### src/rtl/ihrb_pkg.sv
// Shared types, codes and helpers for the Intel HEX record blocker.
package ihrb_pkg;

  localparam int CHAR_W   = 8;
  localparam int FILL_W   = 6;
  localparam int ADDR_W   = 32;
  localparam int OUT_DW   = 80;
  localparam int KIND_W   = 2;

  localparam logic [CHAR_W-1:0] CHAR_COLON = 8'h3a;

  // result kinds
  localparam logic [KIND_W-1:0] KIND_DATA   = 2'd0;
  localparam logic [KIND_W-1:0] KIND_ACCEPT = 2'd1;
  localparam logic [KIND_W-1:0] KIND_EOF    = 2'd2;
  localparam logic [KIND_W-1:0] KIND_ERROR  = 2'd3;

  // error codes
  localparam logic [1:0] ERR_OK       = 2'd0;
  localparam logic [1:0] ERR_SYNTAX   = 2'd1;
  localparam logic [1:0] ERR_CHECKSUM = 2'd2;
  localparam logic [1:0] ERR_TYPE     = 2'd3;

  // record types
  localparam logic [7:0] REC_DATA  = 8'h00;
  localparam logic [7:0] REC_EOF   = 8'h01;
  localparam logic [7:0] REC_EXTLA = 8'h04;
  localparam logic [7:0] REC_START = 8'h05;

  // configuration register indexes
  localparam logic CFG_ADDR_SHIFT  = 1'b0;
  localparam logic CFG_BLOCK_LIMIT = 1'b1;

  localparam logic [FILL_W-1:0] BLOCK_LIMIT_RST = 6'd56;
  localparam logic [FILL_W-1:0] BLOCK_LIMIT_MIN = 6'd2;

  typedef enum logic [2:0] {
    PH_WAIT,
    PH_LEN,
    PH_ADDRH,
    PH_ADDRL,
    PH_TYPE,
    PH_DATA,
    PH_CHK
  } phase_t;

  // classified input word
  typedef struct packed {
    logic       restart;
    logic       colon;
    logic       is_hex;
    logic [3:0] nib;
  } token_t;

  function automatic logic [4:0] hex_decode(input logic [CHAR_W-1:0] c);
    logic [4:0] r;
    r = 5'h10;
    if (c >= 8'h30 && c <= 8'h39) r = {1'b0, 4'(c - 8'h30)};
    else if (c >= 8'h41 && c <= 8'h46) r = {1'b0, 4'(c - 8'h37)};
    else if (c >= 8'h61 && c <= 8'h66) r = {1'b0, 4'(c - 8'h57)};
    return r;
  endfunction

endpackage

### src/rtl/ihrb_front.sv
// Front end: classifies each incoming character word into a parser token.
module ihrb_front import ihrb_pkg::*; (
  input  logic              act,
  input  logic [CHAR_W-1:0] char_code,
  output token_t            tok
);

  logic [4:0] dec;

  always_comb begin
    dec         = hex_decode(char_code);
    tok.restart = act;
    tok.colon   = (char_code == CHAR_COLON);
    tok.is_hex  = ~dec[4];
    tok.nib     = dec[3:0];
  end

endmodule

### src/rtl/ihrb_fifo.sv
// Short token queue between the front end and the record parser.
module ihrb_fifo import ihrb_pkg::*; #(
  parameter int DEPTH = 2
) (
  input  logic   clk,
  input  logic   rst_n,
  input  logic   push,
  input  token_t din,
  output logic   full,
  input  logic   pop,
  output token_t dout,
  output logic   empty
);

  localparam int PW = (DEPTH > 1) ? $clog2(DEPTH) : 1;
  localparam int CW = $clog2(DEPTH + 1);
  localparam logic [PW-1:0] LAST = PW'(DEPTH - 1);
  localparam logic [CW-1:0] FULL_CNT = CW'(DEPTH);

  token_t          mem [DEPTH];
  logic [PW-1:0]   wr_ptr_r, wr_ptr_nxt;
  logic [PW-1:0]   rd_ptr_r, rd_ptr_nxt;
  logic [CW-1:0]   cnt_r, cnt_nxt;

  assign full  = (cnt_r == FULL_CNT);
  assign empty = (cnt_r == '0);
  assign dout  = mem[rd_ptr_r];

  always_comb begin
    wr_ptr_nxt = wr_ptr_r;
    rd_ptr_nxt = rd_ptr_r;
    cnt_nxt    = cnt_r;
    if (push) wr_ptr_nxt = (wr_ptr_r == LAST) ? '0 : wr_ptr_r + 1'b1;
    if (pop)  rd_ptr_nxt = (rd_ptr_r == LAST) ? '0 : rd_ptr_r + 1'b1;
    if (push && !pop) cnt_nxt = cnt_r + 1'b1;
    else if (pop && !push) cnt_nxt = cnt_r - 1'b1;
  end

  always_ff @(posedge clk) begin
    if (!rst_n) begin
      wr_ptr_r <= '0;
      rd_ptr_r <= '0;
      cnt_r    <= '0;
    end else begin
      wr_ptr_r <= wr_ptr_nxt;
      rd_ptr_r <= rd_ptr_nxt;
      cnt_r    <= cnt_nxt;
    end
  end

  always_ff @(posedge clk) begin
    if (push) mem[wr_ptr_r] <= din;
  end

endmodule

### src/rtl/ihrb_back.sv
// Back end: record parser, block tracking and the output register.
module ihrb_back import ihrb_pkg::*; #(
  parameter int MAX_BLOCK = 56
) (
  input  logic               clk,
  input  logic               rst_n,
  input  token_t             tok,
  input  logic               tok_avail,
  output logic               tok_pop,
  input  logic [1:0]         addr_shift,
  input  logic [FILL_W-1:0]  block_limit,
  output logic               out_tvalid,
  input  logic               out_tready,
  output logic [OUT_DW-1:0]  out_tdata,
  output logic [KIND_W-1:0]  out_tuser
);

  localparam logic [FILL_W-1:0] MAX_LIM = FILL_W'(MAX_BLOCK);

  phase_t             phase_r, phase_nxt;
  logic [3:0]         high_r, high_nxt;
  logic               pend_r, pend_nxt;
  logic [7:0]         len_r, len_nxt;
  logic [7:0]         left_r, left_nxt;
  logic [15:0]        alow_r, alow_nxt;
  logic [7:0]         type_r, type_nxt;
  logic [7:0]         sum_r, sum_nxt;
  logic [15:0]        upper_r, upper_nxt;
  logic [15:0]        shadow_r, shadow_nxt;
  logic [ADDR_W-1:0]  naddr_r, naddr_nxt;
  logic [ADDR_W-1:0]  bstart_r, bstart_nxt;
  logic [FILL_W-1:0]  fill_r, fill_nxt;
  logic               halted_r, halted_nxt;

  logic               oval_r, oval_nxt;
  logic [KIND_W-1:0]  okind_r;
  logic [7:0]         obyte_r;
  logic [ADDR_W-1:0]  oaddr_r;
  logic               osb_r;
  logic [ADDR_W-1:0]  obda_r;
  logic [1:0]         oerr_r;

  logic               emit;
  logic [KIND_W-1:0]  r_kind;
  logic [7:0]         r_byte;
  logic [ADDR_W-1:0]  r_addr;
  logic               r_sb;
  logic [ADDR_W-1:0]  r_bda;
  logic [1:0]         r_err;

  logic [7:0]         byte_val, sum_inc, idx, left_dec;
  logic [FILL_W-1:0]  lim, fill_tmp;
  logic [ADDR_W-1:0]  target, addr_inc, naddr_tmp;

  assign tok_pop = tok_avail && (!oval_r || out_tready);

  always_comb begin
    lim = block_limit;
    if (lim < BLOCK_LIMIT_MIN) lim = BLOCK_LIMIT_MIN;
    if (lim > MAX_LIM) lim = MAX_LIM;
  end

  always_comb begin
    phase_nxt  = phase_r;
    high_nxt   = high_r;
    pend_nxt   = pend_r;
    len_nxt    = len_r;
    left_nxt   = left_r;
    alow_nxt   = alow_r;
    type_nxt   = type_r;
    sum_nxt    = sum_r;
    upper_nxt  = upper_r;
    shadow_nxt = shadow_r;
    naddr_nxt  = naddr_r;
    bstart_nxt = bstart_r;
    fill_nxt   = fill_r;
    halted_nxt = halted_r;

    emit   = 1'b0;
    r_kind = KIND_DATA;
    r_byte = '0;
    r_addr = '0;
    r_sb   = 1'b0;
    r_bda  = '0;
    r_err  = ERR_OK;

    byte_val  = {high_r, tok.nib};
    sum_inc   = sum_r + byte_val;
    idx       = len_r - left_r;
    left_dec  = left_r - 8'd1;
    target    = {upper_r, alow_r};
    addr_inc  = naddr_r + 32'd1;
    fill_tmp  = fill_r + 1'b1;
    naddr_tmp = addr_inc;

    if (tok_pop) begin
      priority if (tok.restart) begin
        phase_nxt  = PH_WAIT;
        high_nxt   = '0;
        pend_nxt   = 1'b0;
        len_nxt    = '0;
        left_nxt   = '0;
        alow_nxt   = '0;
        type_nxt   = '0;
        sum_nxt    = '0;
        upper_nxt  = '0;
        shadow_nxt = '0;
        naddr_nxt  = '0;
        bstart_nxt = '0;
        fill_nxt   = '0;
        halted_nxt = 1'b0;
      end else if (halted_r) begin
        // drop everything until restart
      end else if (phase_r == PH_WAIT) begin
        if (tok.colon) begin
          phase_nxt  = PH_LEN;
          pend_nxt   = 1'b0;
          sum_nxt    = '0;
          shadow_nxt = '0;
        end
      end else if (!tok.is_hex) begin
        halted_nxt = 1'b1;
        phase_nxt  = PH_WAIT;
        emit       = 1'b1;
        r_kind     = KIND_ERROR;
        r_err      = ERR_SYNTAX;
      end else if (!pend_r) begin
        high_nxt = tok.nib;
        pend_nxt = 1'b1;
      end else begin
        pend_nxt = 1'b0;
        sum_nxt  = sum_inc;
        unique case (phase_r)
          PH_LEN: begin
            len_nxt   = byte_val;
            left_nxt  = byte_val;
            phase_nxt = PH_ADDRH;
          end
          PH_ADDRH: begin
            alow_nxt  = {byte_val, 8'h00};
            phase_nxt = PH_ADDRL;
          end
          PH_ADDRL: begin
            alow_nxt  = {alow_r[15:8], byte_val};
            phase_nxt = PH_TYPE;
          end
          PH_TYPE: begin
            type_nxt = byte_val;
            // discontiguous data record opens a new block
            if (byte_val == REC_DATA && target != naddr_r) begin
              naddr_nxt  = target;
              bstart_nxt = target;
              fill_nxt   = '0;
            end
            phase_nxt = (left_r != '0) ? PH_DATA : PH_CHK;
          end
          PH_DATA: begin
            left_nxt = left_dec;
            if (left_dec == '0) phase_nxt = PH_CHK;
            if (type_r == REC_DATA) begin
              emit   = 1'b1;
              r_kind = KIND_DATA;
              r_byte = byte_val;
              r_addr = naddr_r;
              r_sb   = (fill_r == '0);
              r_bda  = bstart_r >> addr_shift;
              if (fill_tmp >= lim) fill_tmp = '0;
              if (naddr_r == '1) begin
                naddr_tmp = '0;
                fill_tmp  = '0;
              end
              naddr_nxt = naddr_tmp;
              fill_nxt  = fill_tmp;
              if (fill_tmp == '0) bstart_nxt = naddr_tmp;
            end else if (type_r == REC_EXTLA && idx < 8'd2) begin
              shadow_nxt = {shadow_r[7:0], byte_val};
            end
          end
          PH_CHK: begin
            phase_nxt = PH_WAIT;
            emit      = 1'b1;
            priority if (sum_inc != '0) begin
              halted_nxt = 1'b1;
              r_kind     = KIND_ERROR;
              r_err      = ERR_CHECKSUM;
            end else if (type_r == REC_DATA || type_r == REC_START) begin
              r_kind = KIND_ACCEPT;
            end else if (type_r == REC_EOF) begin
              r_kind = KIND_EOF;
            end else if (type_r == REC_EXTLA) begin
              if (len_r < 8'd2) begin
                halted_nxt = 1'b1;
                r_kind     = KIND_ERROR;
                r_err      = ERR_SYNTAX;
              end else begin
                upper_nxt  = shadow_r;
                naddr_nxt  = {shadow_r, 16'h0000};
                bstart_nxt = {shadow_r, 16'h0000};
                fill_nxt   = '0;
                r_kind     = KIND_ACCEPT;
              end
            end else begin
              halted_nxt = 1'b1;
              r_kind     = KIND_ERROR;
              r_err      = ERR_TYPE;
            end
          end
          default: phase_nxt = PH_WAIT;
        endcase
      end
    end

    // hold a stalled word, load a fresh one behind a taken one
    if (tok_pop && emit) oval_nxt = 1'b1;
    else if (out_tready) oval_nxt = 1'b0;
    else oval_nxt = oval_r;
  end

  always_ff @(posedge clk) begin
    if (!rst_n) begin
      phase_r  <= PH_WAIT;
      high_r   <= '0;
      pend_r   <= 1'b0;
      len_r    <= '0;
      left_r   <= '0;
      alow_r   <= '0;
      type_r   <= '0;
      sum_r    <= '0;
      upper_r  <= '0;
      shadow_r <= '0;
      naddr_r  <= '0;
      bstart_r <= '0;
      fill_r   <= '0;
      halted_r <= 1'b0;
      oval_r   <= 1'b0;
    end else begin
      phase_r  <= phase_nxt;
      high_r   <= high_nxt;
      pend_r   <= pend_nxt;
      len_r    <= len_nxt;
      left_r   <= left_nxt;
      alow_r   <= alow_nxt;
      type_r   <= type_nxt;
      sum_r    <= sum_nxt;
      upper_r  <= upper_nxt;
      shadow_r <= shadow_nxt;
      naddr_r  <= naddr_nxt;
      bstart_r <= bstart_nxt;
      fill_r   <= fill_nxt;
      halted_r <= halted_nxt;
      oval_r   <= oval_nxt;
    end
  end

  always_ff @(posedge clk) begin
    if (tok_pop && emit) begin
      okind_r <= r_kind;
      obyte_r <= r_byte;
      oaddr_r <= r_addr;
      osb_r   <= r_sb;
      obda_r  <= r_bda;
      oerr_r  <= r_err;
    end
  end

  assign out_tvalid = oval_r;
  assign out_tuser  = okind_r;
  assign out_tdata  = {5'b0, oerr_r, obda_r, osb_r, oaddr_r, obyte_r};

endmodule

### src/rtl/intel_hex_record_blocker_core.sv
// Intel HEX record blocker: top level with configuration registers.
//
// Input stream: one word per character. in_tuser is the restart flag
// (clears all parser state, gives no result); in_tdata is the ASCII code.
// Output stream: at most one word per input word. out_tuser is the kind
// (data byte, record accepted, end of file, error); out_tdata carries the
// data byte, its 32-bit byte address, the starts-block flag, the block's
// device address and the error code.
// Data bytes are sent before the checksum is seen: commit a record only on
// an accepted verdict. After an error the block drops characters until a
// restart word.
// Throughput: one character per cycle while in_tready is high. An accepted
// word waits in the token queue; its result is then registered and shown on out_tvalid.
// When out_tready stays low the output register holds its word, the token
// queue fills and in_tready falls once FIFO_DEPTH tokens wait.
// Reset clears the parser, the queue, addr_shift (0) and block_limit (56).
// Configuration: APB, addr_shift at 0x0, block_limit at 0x4; write only
// while the block is idle.
module intel_hex_record_blocker_core import ihrb_pkg::*; #(
  parameter int MAX_BLOCK  = 56,
  parameter int FIFO_DEPTH = 2
) (
  input  logic              clk,
  input  logic              rst_n,
  input  logic              in_tvalid,
  output logic              in_tready,
  input  logic [7:0]        in_tdata,   // char_code[7:0]
  input  logic              in_tuser,   // action
  output logic              out_tvalid,
  input  logic              out_tready,
  // data_byte[7:0], byte_addr[39:8], starts_block[40], block_dev_addr[72:41],
  // error_code[74:73], zero[79:75]
  output logic [OUT_DW-1:0] out_tdata,
  output logic [KIND_W-1:0] out_tuser,  // kind
  input  logic              cfg_psel,
  input  logic              cfg_penable,
  input  logic              cfg_pwrite,
  input  logic [2:0]        cfg_paddr,
  input  logic [31:0]       cfg_pwdata,
  output logic [31:0]       cfg_prdata,
  output logic              cfg_pready
);

  logic [1:0]        addr_shift_r, addr_shift_nxt;
  logic [FILL_W-1:0] block_limit_r, block_limit_nxt;
  logic              cfg_wr;

  token_t            tok_in, tok_out;
  logic              q_full, q_empty, q_pop, q_push;

  assign cfg_pready = 1'b1;
  assign cfg_wr     = cfg_psel && cfg_penable && cfg_pwrite && cfg_pready;

  always_comb begin
    addr_shift_nxt  = addr_shift_r;
    block_limit_nxt = block_limit_r;
    if (cfg_wr) begin
      unique case (cfg_paddr[2])
        CFG_ADDR_SHIFT:  addr_shift_nxt  = cfg_pwdata[1:0];
        CFG_BLOCK_LIMIT: block_limit_nxt = cfg_pwdata[FILL_W-1:0];
        default: ;
      endcase
    end
    unique case (cfg_paddr[2])
      CFG_ADDR_SHIFT:  cfg_prdata = {30'b0, addr_shift_r};
      CFG_BLOCK_LIMIT: cfg_prdata = {26'b0, block_limit_r};
      default:         cfg_prdata = '0;
    endcase
  end

  always_ff @(posedge clk) begin
    if (!rst_n) begin
      addr_shift_r  <= '0;
      block_limit_r <= BLOCK_LIMIT_RST;
    end else begin
      addr_shift_r  <= addr_shift_nxt;
      block_limit_r <= block_limit_nxt;
    end
  end

  assign in_tready = ~q_full;
  assign q_push    = in_tvalid && in_tready;

  ihrb_front u_front (
    .act       (in_tuser),
    .char_code (in_tdata),
    .tok       (tok_in)
  );

  ihrb_fifo #(
    .DEPTH (FIFO_DEPTH)
  ) u_fifo (
    .clk   (clk),
    .rst_n (rst_n),
    .push  (q_push),
    .din   (tok_in),
    .full  (q_full),
    .pop   (q_pop),
    .dout  (tok_out),
    .empty (q_empty)
  );

  ihrb_back #(
    .MAX_BLOCK (MAX_BLOCK)
  ) u_back (
    .clk         (clk),
    .rst_n       (rst_n),
    .tok         (tok_out),
    .tok_avail   (~q_empty),
    .tok_pop     (q_pop),
    .addr_shift  (addr_shift_r),
    .block_limit (block_limit_r),
    .out_tvalid  (out_tvalid),
    .out_tready  (out_tready),
    .out_tdata   (out_tdata),
    .out_tuser   (out_tuser)
  );

endmodule

### config.mk
export PLATFORM = sky130hd
export DESIGN_NAME = intel_hex_record_blocker_core
export DESIGN_NICKNAME = d
export VERILOG_FILES = /design/src/rtl/ihrb_pkg.sv /design/src/rtl/ihrb_front.sv /design/src/rtl/ihrb_fifo.sv /design/src/rtl/ihrb_back.sv /design/src/rtl/intel_hex_record_blocker_core.sv
export SDC_FILE = /design/constraint.sdc
export NUM_CORES = 1
export LEC_CHECK = 0
export BUFFER_PORTS_ARGS = -buffer_cell sky130_fd_sc_hd__buf_4
export CAP_MARGIN = 40
export CORE_MARGIN = 5
export CORE_UTILIZATION = 35
export CTS_BUF_LIST = sky130_fd_sc_hd__clkbuf_2 sky130_fd_sc_hd__clkbuf_4 sky130_fd_sc_hd__clkbuf_8
export CTS_CLUSTER_DIAMETER = 120
export CTS_CLUSTER_SIZE = 16
export DETAILED_ROUTE_END_ITERATION = 7
export GPL_ROUTABILITY_DRIVEN = 0
export PLACE_DENSITY = 0.6
export SYNTH_ARGS = -nofsm -noshare
export SYNTH_HDL_FRONTEND = slang
export SYNTH_SLANG_ARGS = --single-unit
### constraint.sdc
create_clock -name clk -period 6 [get_ports clk]
set_input_delay 0 -clock clk [delete_from_list [all_inputs] [get_ports clk]]
set_output_delay 0 -clock clk [all_outputs]
set_load 0.05 [all_outputs]
# --- After elaboration in Yosys (flattened, before gate mapping) ---
# Memory sizes are Yosys's and may differ from the RTL's. A register that Yosys moved wholly into a read port is not among the register bits.
# Index checks and enable logic that the tools add are counted.
classes:
  multipliers: 0
  magnitude_cmp: 11
  div_mod_pow: 0
  n_mux: 166
  add_sub_neg: 12
  reduce_logical: 60
  n_eq_ne: 33
  bitwise: 10
  shift: 1
ops:
  columns: ["op", "count"]
  rows:
  - ["32-bit 2-to-1 mux", 20]
  - ["16-bit 2-to-1 mux", 25]
  - ["32-bit one-hot mux with 3 select lines", 2]
  - ["8-bit 2-to-1 mux", 23]
  - ["6-bit 2-to-1 mux", 24]
  - ["32-bit one-hot mux with 2 select lines", 1]
  - ["1-bit 2-to-1 mux", 36]
  - ["32-bit by 1-bit adder with 32-bit output, second input constant", 1]
  - ["32-bit equality test, second input constant", 1]
  - ["32-bit inequality test", 1]
  - ["16-bit one-hot mux with 2 select lines", 1]
  - ["32-bit by 2-bit >> shifter with 32-bit output", 1]
  - ["2-bit 2-to-1 mux", 15]
  - ["8-bit zero test", 3]
  - ["6-bit AND reduction", 4]
  - ["3-bit 2-to-1 mux", 7]
  - ["4-bit 2-to-1 mux", 5]
  - ["6-bit one-hot mux with 3 select lines", 1]
  - ["2-bit nonzero test", 9]
  - ["3-bit nonzero test", 6]
  - ["8-bit by 3-bit equality test with 1-bit output, second input constant", 2]
  - ["8-bit by 7-bit greater-or-equal comparator with 1-bit output, second input constant", 2]
  - ["8-bit by 7-bit less-or-equal comparator with 1-bit output, second input constant", 2]
  - ["8-bit by 2-bit less-than comparator with 1-bit output, second input constant", 2]
  - ["49 further kinds", 99]
word_totals:
  latch_bits: 0
  ff_bits: 249
  elab_cells: 322
  mem_bits_ro: 0
  n_memories: 1
  input_bits: 51
  mem_bits_rw: 14
memory_table:
  columns: ["memory", "words", "word_bits", "rd", "rd_ports_with_merged_regs", "wr", "line", "source"]
  rows:
  - ["u_fifo.mem", 2, 7, 1, 1, 1, "ihrb_fifo.sv:20", "token_t mem [DEPTH];"]

# --- Depth between registers and ports, before layout ---
# Gate-level depths: netlist of the first run.
logic_depth:
  depth_word: 24
  mapped_depth: 15

# --- By module ---
# A second synthesis of the first run with hierarchy kept.
unflattened:
  cells_unflattened: 1439
  area_unflattened_um2: 13870.8
by_module_without_submodules:
  columns: ["mod", "seq_area_each_um2", "area_per_inst_um2", "cells_each", "instances"]
  rows:
  - ["ihrb_back", 5515.3, 12328.1, 1295, 1]
  - ["ihrb_fifo", 520.5, 723.2, 44, 1]
  - ["intel_hex_record_blocker_core", 160.2, 618.1, 72, 1]
  - ["ihrb_front", 0.0, 201.4, 28, 1]

# --- Worst setup path after synthesis of the first run ---
# No wires, ideal clock.
synth_path:
  path_type: "register to register"
  startpoint: "reg u_back.oval_r (netlist: u_back.out_tvalid)"
  endpoint: "reg u_back.oaddr_r[0] (enable)"
  t_arrival_ns: 4.867
  path_stages_with_launch: 6
  setup_slack_ns: 0.619
  n_path_buf: 1
  required_time_ns: 5.486
  period_less_slack_ns: 5.381
  cell_sequence: "dfxtp_1 > nor2b_1 > o21bai_1 > clkbuf_1 > or4_1 > nor2_1"
synth_between:
  elab_chain_len: 5
synth_rtl:
  columns: ["item", "line", "source"]
  rows:
  - ["start, declared", "ihrb_back.sv:35", "logic oval_r, oval_nxt;"]
  - ["start signal, assigned", "ihrb_back.sv:251", "oval_r <= oval_nxt;"]
  - ["1-bit zero test *", "ihrb_back.sv:55", "assign tok_pop = tok_avail && (!oval_r || out_tready);"]
  - ["1-bit logical OR *", "ihrb_back.sv:55", null]
  - ["1-bit logical AND *", "ihrb_back.sv:55", null]
  - ["1-bit 2-to-1 mux", "ihrb_back.sv:96", "if (tok_pop) begin"]
  - ["1-bit logical AND *", "ihrb_back.sv:256", "if (tok_pop && emit) begin"]
  - ["end signal, assigned", "ihrb_back.sv:259", "oaddr_r <= r_addr;"]
  - ["end, declared", "ihrb_back.sv:38", "logic [ADDR_W-1:0] oaddr_r;"]
# Every way passes the cells marked *; elsewhere a longest branch is shown, timed or not.
# A chain may end at the register's enable or synchronous reset.

==> results of run 1 <==
==> repair_timing <==
action | 4_1_cts | 5_1_grt
resized for setup | 0 | 0
setup endpoints to repair | 0 | 0
endpoints found under the hold margin | 64 | 0
hold buffers | 21 | 0
==> cells by family (layout without fill, tap and decap cells) <==
kind of cell / count (synthesis) / in the layout / synth area share
flip-flops: 264 / 264 / 0.439
AND/OR/NAND/NOR: 500 / 500 / 0.185
buffers and inverters: 155 / 220 / 0.0564
AO/OA/AOI/OAI: 238 / 238 / 0.120
adder cells (fa/ha/maj): 31 / 31 / 0.0286
multiplexers: 141 / 141 / 0.125
other: 2 / 32 / 0.000532
XOR/XNOR: 73 / 73 / 0.0453
==> worst max-delay path, delay by kind of cell, from the launching register on <==
family / cells / cell delay [ns]
simple gates: 3 / 0.97
compound gates: 3 / 0.85
flops: 1 / 0.63
fa+ha+maj: 2 / 0.59
buf+inv: 4 / 0.57
mux: 2 / 0.36
==> worst min path at each step <==
stage / slack [ns] / start / to
2_1_floorplan: 0.1 / in_tuser / u_fifo.mem[0][6]
3_3_place_gp: 0.20 / in_tuser / u_fifo.mem[1][6]
3_5_place_dp: 0.20 / in_tuser / u_fifo.mem[1][6]
4_1_cts: 0.03 / in_tdata[5] / u_fifo.mem[0][3]
5_1_grt: 0.09 / cfg_pwrite / block_limit_r[4]
6_report: 0.06 / in_tdata[5] / u_fifo.mem[1][4]
==> state kept, by name, indices dropped and copies added (netlist names), 3 cells and up, named ones only <==
name             count
u_back.oaddr_r      32
u_back.left_r        8
u_back.fill_r        6
u_back.alow_r       16
u_back.sum_r         8
u_fifo.mem          14
u_back.type_r        8
u_back.naddr_r      32
u_back.phase_r       3
u_back.obda_r       32
u_back.high_r        4
block_limit_r        6
u_back.bstart_r     32
u_back.upper_r      16
u_back.obyte_r       8
u_back.shadow_r     16
u_back.len_r         8
==> stage by stage <==
step / setup slack, ns / hold slack [ns] / util / instance area (sq um) / power [uW]
final: 1.91 / 0.0597 / 0.398 / 15900 / 4030
after global routing: 1.65 / 0.0899 / 0.398 / 15900 / 4240
after CTS: 1.93 / 0.0307 / 0.398 / 15900 / 4080
after detailed placement: 1.95 / 0.196 / 0.383 / 15300 / 3070
after global placement: 1.64 / 0.197 / 0.381 / 15200 / 3050
after floorplan: 0.619 / 0.0989 / - / 14200 / 2830
==> final cells by class <==
| cell class | count | area [sq um] |
|---|---|---|
| multi-input combinational | 1015 | 7250 |
| inverter | 34 | 128 |
| timing repair buffer | 152 | 1240 |
| tap | 525 | 657 |
| sequential | 264 | 6200 |
| fill | 3918 | 24000 |
| clock buffer | 33 | 379 |
| clock inverter | 1 | 8.76 |
==> cell usage in the layout, fill, tap and decap left out, types with 34 or more instances in the layout <==
cell type | synthesis | final
dfxtp_1 | 173 | 172
nand2_1 | 157 | 157
buf_4 | 33 | 127
mux2i_1 | 109 | 109
edfxtp_1 | 91 | 91
and2_1 | 81 | 81
o21ai_0 | 63 | 63
nor2_1 | 52 | 50
nand3_1 | 47 | 47
xor2_1 | 47 | 47
nor2b_1 | 34 | 34
inv_1 | 34 | 34
==> report_power, final <==
part,switching (uW),leakage [uW],internal [uW]
clock network,586,0.000211,403
logic,677,0.00367,385
registers,71.6,0.00236,1910
total,1340,0.00624,2700
==> layer usage <==
layer / track usage / part of all wire
met1: 0.199 / 0.45
met2: 0.264 / 0.48
met3: 0.0215 / 0.052
met4: 0.0429 / 0.025
met5: 0 / 0
==> metrics, run 1 <==
Post-Syn Instances=approximately 1.4k; Area contributors post-synth=dfxtp_1, edfxtp_1, mux2i_1; Worst Path Required=around 6.5 ns; Yosys cell types=79; maximum VDD drop=around 0.12 mV; synthesized flop and latch total=approximately 260; Vias/cell=~5.2; Pins Over Slew Limit=0; Port-buffer cells=107; largest stage delay on the critical path=0.63 ns; critical path data arrival time=~4.6 ns; vias=~11k; Root Buffer=clkbuf_8; clock buffer depth=3; synth warn=0; setup bufs post-CTS=0; wire per inst=about 17 microns; CP startpoint kind=flop; DRT Pass-1 Iters=5; Clock Latency Late Sink=roughly 0.56 ns; Final Skew=between 0.02 and 0.03 ns; fin nets=1569; CP endpoint=u_back.bstart_r[25]; IO Pins=approximately 170; ys flop type=dfxtp_1; htree depth=1; Initial Util=0.354; period utilization=0.682; number of enable flip-flop cells after synthesis=91; RSZ-0062 raised after global routing=no; fraction of layout instances using a drive strength above 1=0.149; Worst setup EP type=flop; Post-Layout Cell Count=2024; Post-Route WL=around 35000 microns; Ant. Diodes=0; DRC errors left=0; cell taking the most area after synthesis=dfxtp_1; Starting DRT DRC Count=approximately 740; WHS Path Cells=5; CTS tree=yes; flop2flop setup slack=about 1.9 ns; TritonCTS Buffers=20; Final TNS setup=0 ns; Crit Path Class=flop to flop; Slew @ Worst Pin=0.903 ns; clock-pin slew of the registers on the worst-case setup and hold paths=~0.1 ns; achievable frequency=244 MHz; Hold Vio Cnt, Final=0; top-count cell post-synth=dfxtp_1; gr ovfl total=0; antenna violations before repair=0; Worst Hold Class=primary input to flop; fin crit period=between 4 and 5 ns; die width=211 microns; Area Overhead vs Synth=12.5%; row cnt=73; Die Y=roughly 210 microns; Core Area=39800 sq um; Slew HR=0.398; Placed Cells=a little under 2k; total clock sinks=~260; Leakage Power=0.00624 uW; crit-path max FO=28; share of the synthesized area in the top cell type=0.245; Mapped Area=between 10000 and 15000 sq um; CP cell instances=mux2i_1 -> buf_4 -> inv_1 -> ha_1 -> inv_1 -> fa_1 -> nor2b_1 -> o21ai_0 -> a311oi_1 -> nand3_1 -> o31ai_4 -> and4_2 -> buf_12 -> mux2i_1; PwrDens=254 nW/um^2; r2r worst-path depth=14; gr usage total=0.152; Syn Area/Cell=around 10 sq um; vias in the first global route=between 10k and 15k; R2R Path End=u_back.bstart_r[25]; HPWL after detailed placement=~25000 microns; top cells by count, synth=dfxtp_1, nand2_1, mux2i_1, edfxtp_1, and2_1; CP max stage cell=dfxtp_1; Async SR Flop Fraction=0; sequential-to-total area share from yosys stat=0.439; first-pass GRT wire length=around 56000 microns; Max Cap Violations=0; largest net degree at the start of global routing=64; Final Setup Violations=0; area of the die=44400 sq um; status=complete, no violations; post-route ant nets=0
Power figures use the tool's default switching activity.
==> inputs of run 2 (changes only) <==
Settings changed: PLACE_DENSITY 0.6 to 0.61.
Clock period 6 ns to 3.7 ns, I/O delays scaled along.
==> run 2 against run 1 <==
Global-route usage rose by 0.054 points. Combinational power up 75%. Utilization grew 0.48 points. Final area up 1.2%. Worst hold slack got worse by 0.0011 ns. Highest routed layer unchanged.
==> metrics, run 2 (synthesis results as in run 1) <==
Leakage Power=0.00634 uW (was 0.00624 uW); PwrDens=412 nW/um^2 (was 254 nW/um^2); vias=10.5k (about the same); wire per inst=17.1 microns (was 17.2 microns); Gate power share=0.281 (was 0.263); post-route ant nets=0 (unchanged); Slew @ Worst Pin=0.916 ns (was 0.903 ns); Final Skew=0.0228 ns (was 0.0281 ns); Crit Path Class=flop to flop (unchanged); status=complete, no violations (unchanged); vias in the first global route=10.3k (about the same); crit-path max FO=16 (was 28); hold slack final=0.0586 ns (was 0.0597 ns); CP startpoint kind=flop (unchanged); clock buffer depth=3 (unchanged); fraction of layout instances using a drive strength above 1=0.160 (was 0.149); TritonCTS Buffers=20 (unchanged); Post-Route WL=34900 microns (was 34800 microns); largest net degree at the start of global routing=81 (was 64); die width=211 microns (unchanged); Root Buffer=clkbuf_8 (unchanged); first-pass GRT wire length=56300 microns (was 55900 microns); Initial Util=0.354 (unchanged); fin nets=1590 (was 1569); Final TNS setup=0 ns (unchanged); period utilization=0.928 (was 0.682); IO Pins=168 (unchanged); Core Area=39800 sq um (unchanged); area of the die=44400 sq um (unchanged); Hold Vio Cnt, Final=0 (unchanged); Pins Over Slew Limit=0 (unchanged); row cnt=73 (unchanged); fill count=3914 (was 3918); Slew HR=0.381 (was 0.398); Worst Path Required=4.18 ns (was 6.48 ns); achievable frequency=291 MHz (was 244 MHz); total clock sinks=264 (unchanged); RSZ-0062 raised after global routing=no (unchanged); critical path data arrival time=3.91 ns (was 4.57 ns); fin crit period=3.43 ns (was 4.09 ns); r2r worst-path depth=11 (was 14); cell-internal power=4430 uW (was 2700 uW); commonest non-fill, non-tap cell in the layout=dfxtp_1 (unchanged); Clock Latency Late Sink=0.57 ns (was 0.56 ns); Starting DRT DRC Count=682 (was 741); Worst Hold Class=primary input to flop (unchanged); setup bufs post-CTS=0 (unchanged); antenna violations before repair=0 (unchanged); Worst setup EP type=flop (unchanged); Area Overhead vs Synth=13.8% (was 12.5%); sequential share of power=0.481 (was 0.492); Max Cap Violations=0 (unchanged); Ant. Diodes=0 (unchanged); clock-pin slew of the registers on the worst-case setup and hold paths=0.10 ns (about the same); Vias/cell=5.15 (was 5.20); Die Y=211 microns (unchanged); gr usage total=0.153 (was 0.152); Clock power frac=0.238 (was 0.245); Final Setup Violations=0 (unchanged); Port-buffer cells=107 (unchanged); most frequent cells in the layout=dfxtp_1, nand2_1, buf_4 (unchanged); maximum VDD drop=0.198 mV (was 0.124 mV); Sw Share=0.330 (was 0.331); DRT Pass-1 Iters=5 (unchanged); htree depth=1 (unchanged); HPWL after detailed placement=25400 microns (was 25100 microns); WHS Path Cells=5 (unchanged); switching power total=2180 uW (was 1340 uW); DRC errors left=0 (unchanged); gr ovfl total=0 (unchanged); CTS tree=yes (unchanged)
-- run 2: through the flow --
stage | instance area [sq um] | setup WS (ns) | util | total power (uW) | std cells
after floorplan | 14200 | 0.272 | - | 4590 | 1434
after global placement | 15400 | 0.207 | 0.386 | 5020 | 1982
after detailed placement | 15400 | 0.143 | 0.386 | 5050 | 1985
after CTS | 16000 | 0.112 | 0.402 | 6640 | 2043
after global routing | 16100 | 0.0336 | 0.403 | 6950 | 2044
final | 16100 | 0.267 | 0.403 | 6610 | 2044
-- run 2: final cells by class --
cell class,count,area (sq um),area share
multi-input cells,1015,7270,0.453
flip-flops and latches,264,6200,0.386
clock inverters,2,11.3,0.000701
clock buffers,31,364,0.0227
repair buffers,173,1430,0.0890
inverters,34,128,0.00795
well taps,525,657,0.0409
-- run 2: power groups by stage --
stage | registers [uW] | clock network, uW | logic (uW)
after floorplan | 3260 | 0 | 1330
after global placement | 3250 | 0 | 1780
after detailed placement | 3250 | 0 | 1800
after CTS | 3180 | 1640 | 1830
after global routing | 3200 | 1740 | 2010
final | 3180 | 1570 | 1860
-- run 2: worst paths after layout --
check,slack [ns],endpoint,from
min reg2reg,0.47,u_back.sum_r[5],u_back.sum_r[5]
min,0.06,u_fifo.mem[1][4],in_tdata[5]
max reg2reg,0.27,u_back.bstart_r[17],flop
max,0.27,u_back.bstart_r[17],flop
-- run 2: worst max-delay path, stage by stage (launching register included) --
cell and delay, ns:
dfxtp_2 0.40, mux2i_1 0.24, inv_1 0.08, ha_1 0.27, or4_4 0.54, a211oi_2 0.20, a211oi_1 0.09, or4_4 0.48
o31ai_4 0.33, and4_4 0.32, buf_12 0.18, mux2i_1 0.21
-- run 2: layer usage --
layer	GRT usage	part of all wire	up-vias
met5	0	0	-
met4	0.0463	0.029	0
met3	0.0221	0.053	54
met2	0.258	0.48	266
met1	0.204	0.44	5026
li1	-	-	5185
-- run 2: repair_timing --
action,in CTS,in global routing
setup endpoints to repair,0,54
gates resized for setup,0,5
endpoints found under the hold margin,71,0
hold buffers,25,0
==> inputs of run 3 (changes only) <==
Settings changed: CORE_UTILIZATION 35 to 50, PLACE_DENSITY 0.61 to 0.8.
==> run 3 against run 2 <==
Count of clock-buffer cells in the layout up 2. Sequential share of layout area up 0.48 points. Final area down 1.2%. Routed wire length down 5.1%.
==> metrics, run 3 (synthesis results as in run 1) <==
M3 GR Usage=0.0242 (was 0.0221); Worst Path Required=4.16 ns (was 4.18 ns); met1 Use GR=0.269 (was 0.204); cell-internal power=4450 uW (was 4430 uW); Gate power share=0.276 (was 0.281); Clock power frac=0.239 (was 0.238); Worst setup EP type=flop (unchanged); row cnt=61 (was 73); Starting DRT DRC Count=754 (was 682); vias in the first global route=10.4k (was 10.3k); Post-Route WL=33100 microns (was 34900 microns); achievable frequency=286 MHz (was 291 MHz); CP startpoint kind=flop (unchanged); gr usage total=0.202 (was 0.153); largest stage delay on the critical path=0.54 ns (about the same); CP max stage cell=or4_4 (unchanged); gr ovfl total=0 (unchanged); DRC errors left=0 (unchanged); Crit Path Class=flop to flop (unchanged); IO Pins=168 (unchanged); Ant. Diodes=0 (unchanged); grt peak-use layer=met2 (unchanged); Hold Vio Cnt, Final=0 (unchanged); Vias/cell=5.72 (was 5.15); clock-pin slew of the registers on the worst-case setup and hold paths=0.11 ns (was 0.10 ns); vias=10.8k (was 10.5k); die width=178 microns (was 211 microns); WHS Path Cells=2 (was 5); total power=6610 uW (about the same); R2R Path End=u_back.bstart_r[25] (was u_back.bstart_r[17]); fin crit period=3.49 ns (was 3.43 ns); PwrDens=416 nW/um^2 (was 412 nW/um^2); Slew HR=0.385 (was 0.381); period utilization=0.945 (was 0.928); r2r worst-path depth=13 (was 11); Pins Over Slew Limit=0 (unchanged); Die Y=178 microns (was 211 microns); Sw Share=0.327 (was 0.330); Max Cap Violations=0 (unchanged); critical path data arrival time=3.95 ns (was 3.91 ns); fin nets=1588 (was 1590); TritonCTS Buffers=20 (unchanged); switching power total=2160 uW (was 2180 uW); wire per inst=17.5 microns (was 17.1 microns); antenna violations before repair=0 (unchanged); total clock sinks=264 (unchanged); Final Setup Violations=0 (unchanged); HPWL after detailed placement=23900 microns (was 25400 microns); first-pass GRT wire length=53100 microns (was 56300 microns); Worst Hold Class=primary input to flop (unchanged); GR Layer Usage met2=0.337 (was 0.258); Clock Latency Late Sink=0.56 ns (was 0.57 ns); Root Buffer=clkbuf_8 (unchanged); Port-buffer cells=107 (unchanged); CP endpoint=u_back.bstart_r[25] (was u_back.bstart_r[17]); Slew @ Worst Pin=0.910 ns (was 0.916 ns); DRT Pass-1 Iters=5 (unchanged); htree depth=1 (unchanged); largest net degree at the start of global routing=75 (was 81); maximum VDD drop=0.222 mV (was 0.198 mV); setup bufs post-CTS=0 (unchanged); Initial Util=0.506 (was 0.354); CTS tree=yes (unchanged); clock buffer depth=3 (unchanged); fraction of layout instances using a drive strength above 1=0.162 (was 0.160); post-route ant nets=0 (unchanged); Final Skew=0.0447 ns (was 0.0228 ns); most frequent cells in the layout=dfxtp_1, nand2_1, buf_4 (unchanged); Area Overhead vs Synth=12.5% (was 13.8%); crit-path max FO=16 (unchanged); Leakage Power=0.00634 uW (about the same); hold slack final=0.0107 ns (was 0.0586 ns); area of the die=31700 sq um (was 44400 sq um); CP cell instances=mux2i_1 -> inv_1 -> ha_1 -> inv_1 -> fa_1 -> nor2b_2 -> o22ai_1 -> xnor2_1 -> or4_4 -> o31ai_4 -> and4_4 -> clkbuf_16 -> mux2i_1 (was mux2i_1 -> inv_1 -> ha_1 -> or4_4 -> a211oi_2 -> a211oi_1 -> or4_4 -> o31ai_4 -> and4_4 -> buf_12 -> mux2i_1); commonest non-fill, non-tap cell in the layout=dfxtp_1 (unchanged); Core Area=27900 sq um (was 39800 sq um); status=complete, no violations (unchanged); flop2flop setup slack=0.21 ns (was 0.27 ns); sequential share of power=0.484 (was 0.481)
[run 3: cell types whose count changed in the layout (fill, tap and decap cells not counted), sizes merged]
cell / before / now
buf: 147 / 148
clkbuf: 32 / 34
clkinv: 1 / 0
dlygate4sd3: 25 / 22
[run 3: critical path, delay by kind of cell, from the launching register on]
family / cells / cell delay [ns]
mux: 2 / 0.32
simple gates: 3 / 1.06
flops: 1 / 0.39
fa+ha+maj: 2 / 0.64
xor+xnor: 1 / 0.15
compound gates: 2 / 0.44
buf+inv: 3 / 0.39
[run 3: worst min path at each step]
stage                      from          endpoint
floorplan              in_tuser  u_fifo.mem[0][6]
global placement       in_tuser  u_fifo.mem[1][6]
detailed placement     in_tuser  u_fifo.mem[0][6]
CTS                 in_tdata[7]  u_fifo.mem[0][4]
global route        in_tdata[7]  u_fifo.mem[1][1]
finish                    rst_n   u_back.halted_r
[run 3: repair_timing]
| item | CTS | global route |
|---|---|---|
| endpoints found under the hold margin | 31 | 0 |
| hold buffers | 22 | 0 |
| setup endpoints to repair | 0 | 80 |
| gates resized for setup | 0 | 6 |
[run 3: final cells by class]
type / instances / area, sq um
Clock buffer: 33 / 379
Clock inverter: 1 / 8.76
Fill cell: 2312 / 12000
Inverter: 34 / 128
Multi-Input combinational cell: 1015 / 7270
Sequential cell: 264 / 6200
Tap cell: 378 / 473
Timing Repair Buffer: 171 / 1410
[run 3: layer usage]
layer  wire (microns)  vias up
li1                 -     5184
met1            13800     5199
met2            15900      378
met3             2110       76
met4             1350        0
met5                0        -
[run 3: metrics by stage]
stage | TNS [ns] | setup slack [ns] | area, sq um | std cells | util
after floorplan | 0 | 0.272 | 14200 | 1434 | -
after global placement | 0 | 0.182 | 15200 | 1835 | 0.545
after detailed placement | 0 | 0.0839 | 15200 | 1839 | 0.546
after CTS | 0 | 0.0296 | 15800 | 1895 | 0.568
after global routing | -0.00497 | -0.00350 | 15900 | 1896 | 0.570
final | 0 | 0.205 | 15900 | 1896 | 0.570
[run 3: power by group through the flow]
stage / Clock [uW] / Combinational (uW) / Sequential, uW
after global routing: 1720 / 1950 / 3220
after floorplan: 0 / 1330 / 3260
final: 1580 / 1830 / 3200
after global placement: 0 / 1690 / 3260
after detailed placement: 0 / 1750 / 3260
after CTS: 1610 / 1770 / 3190
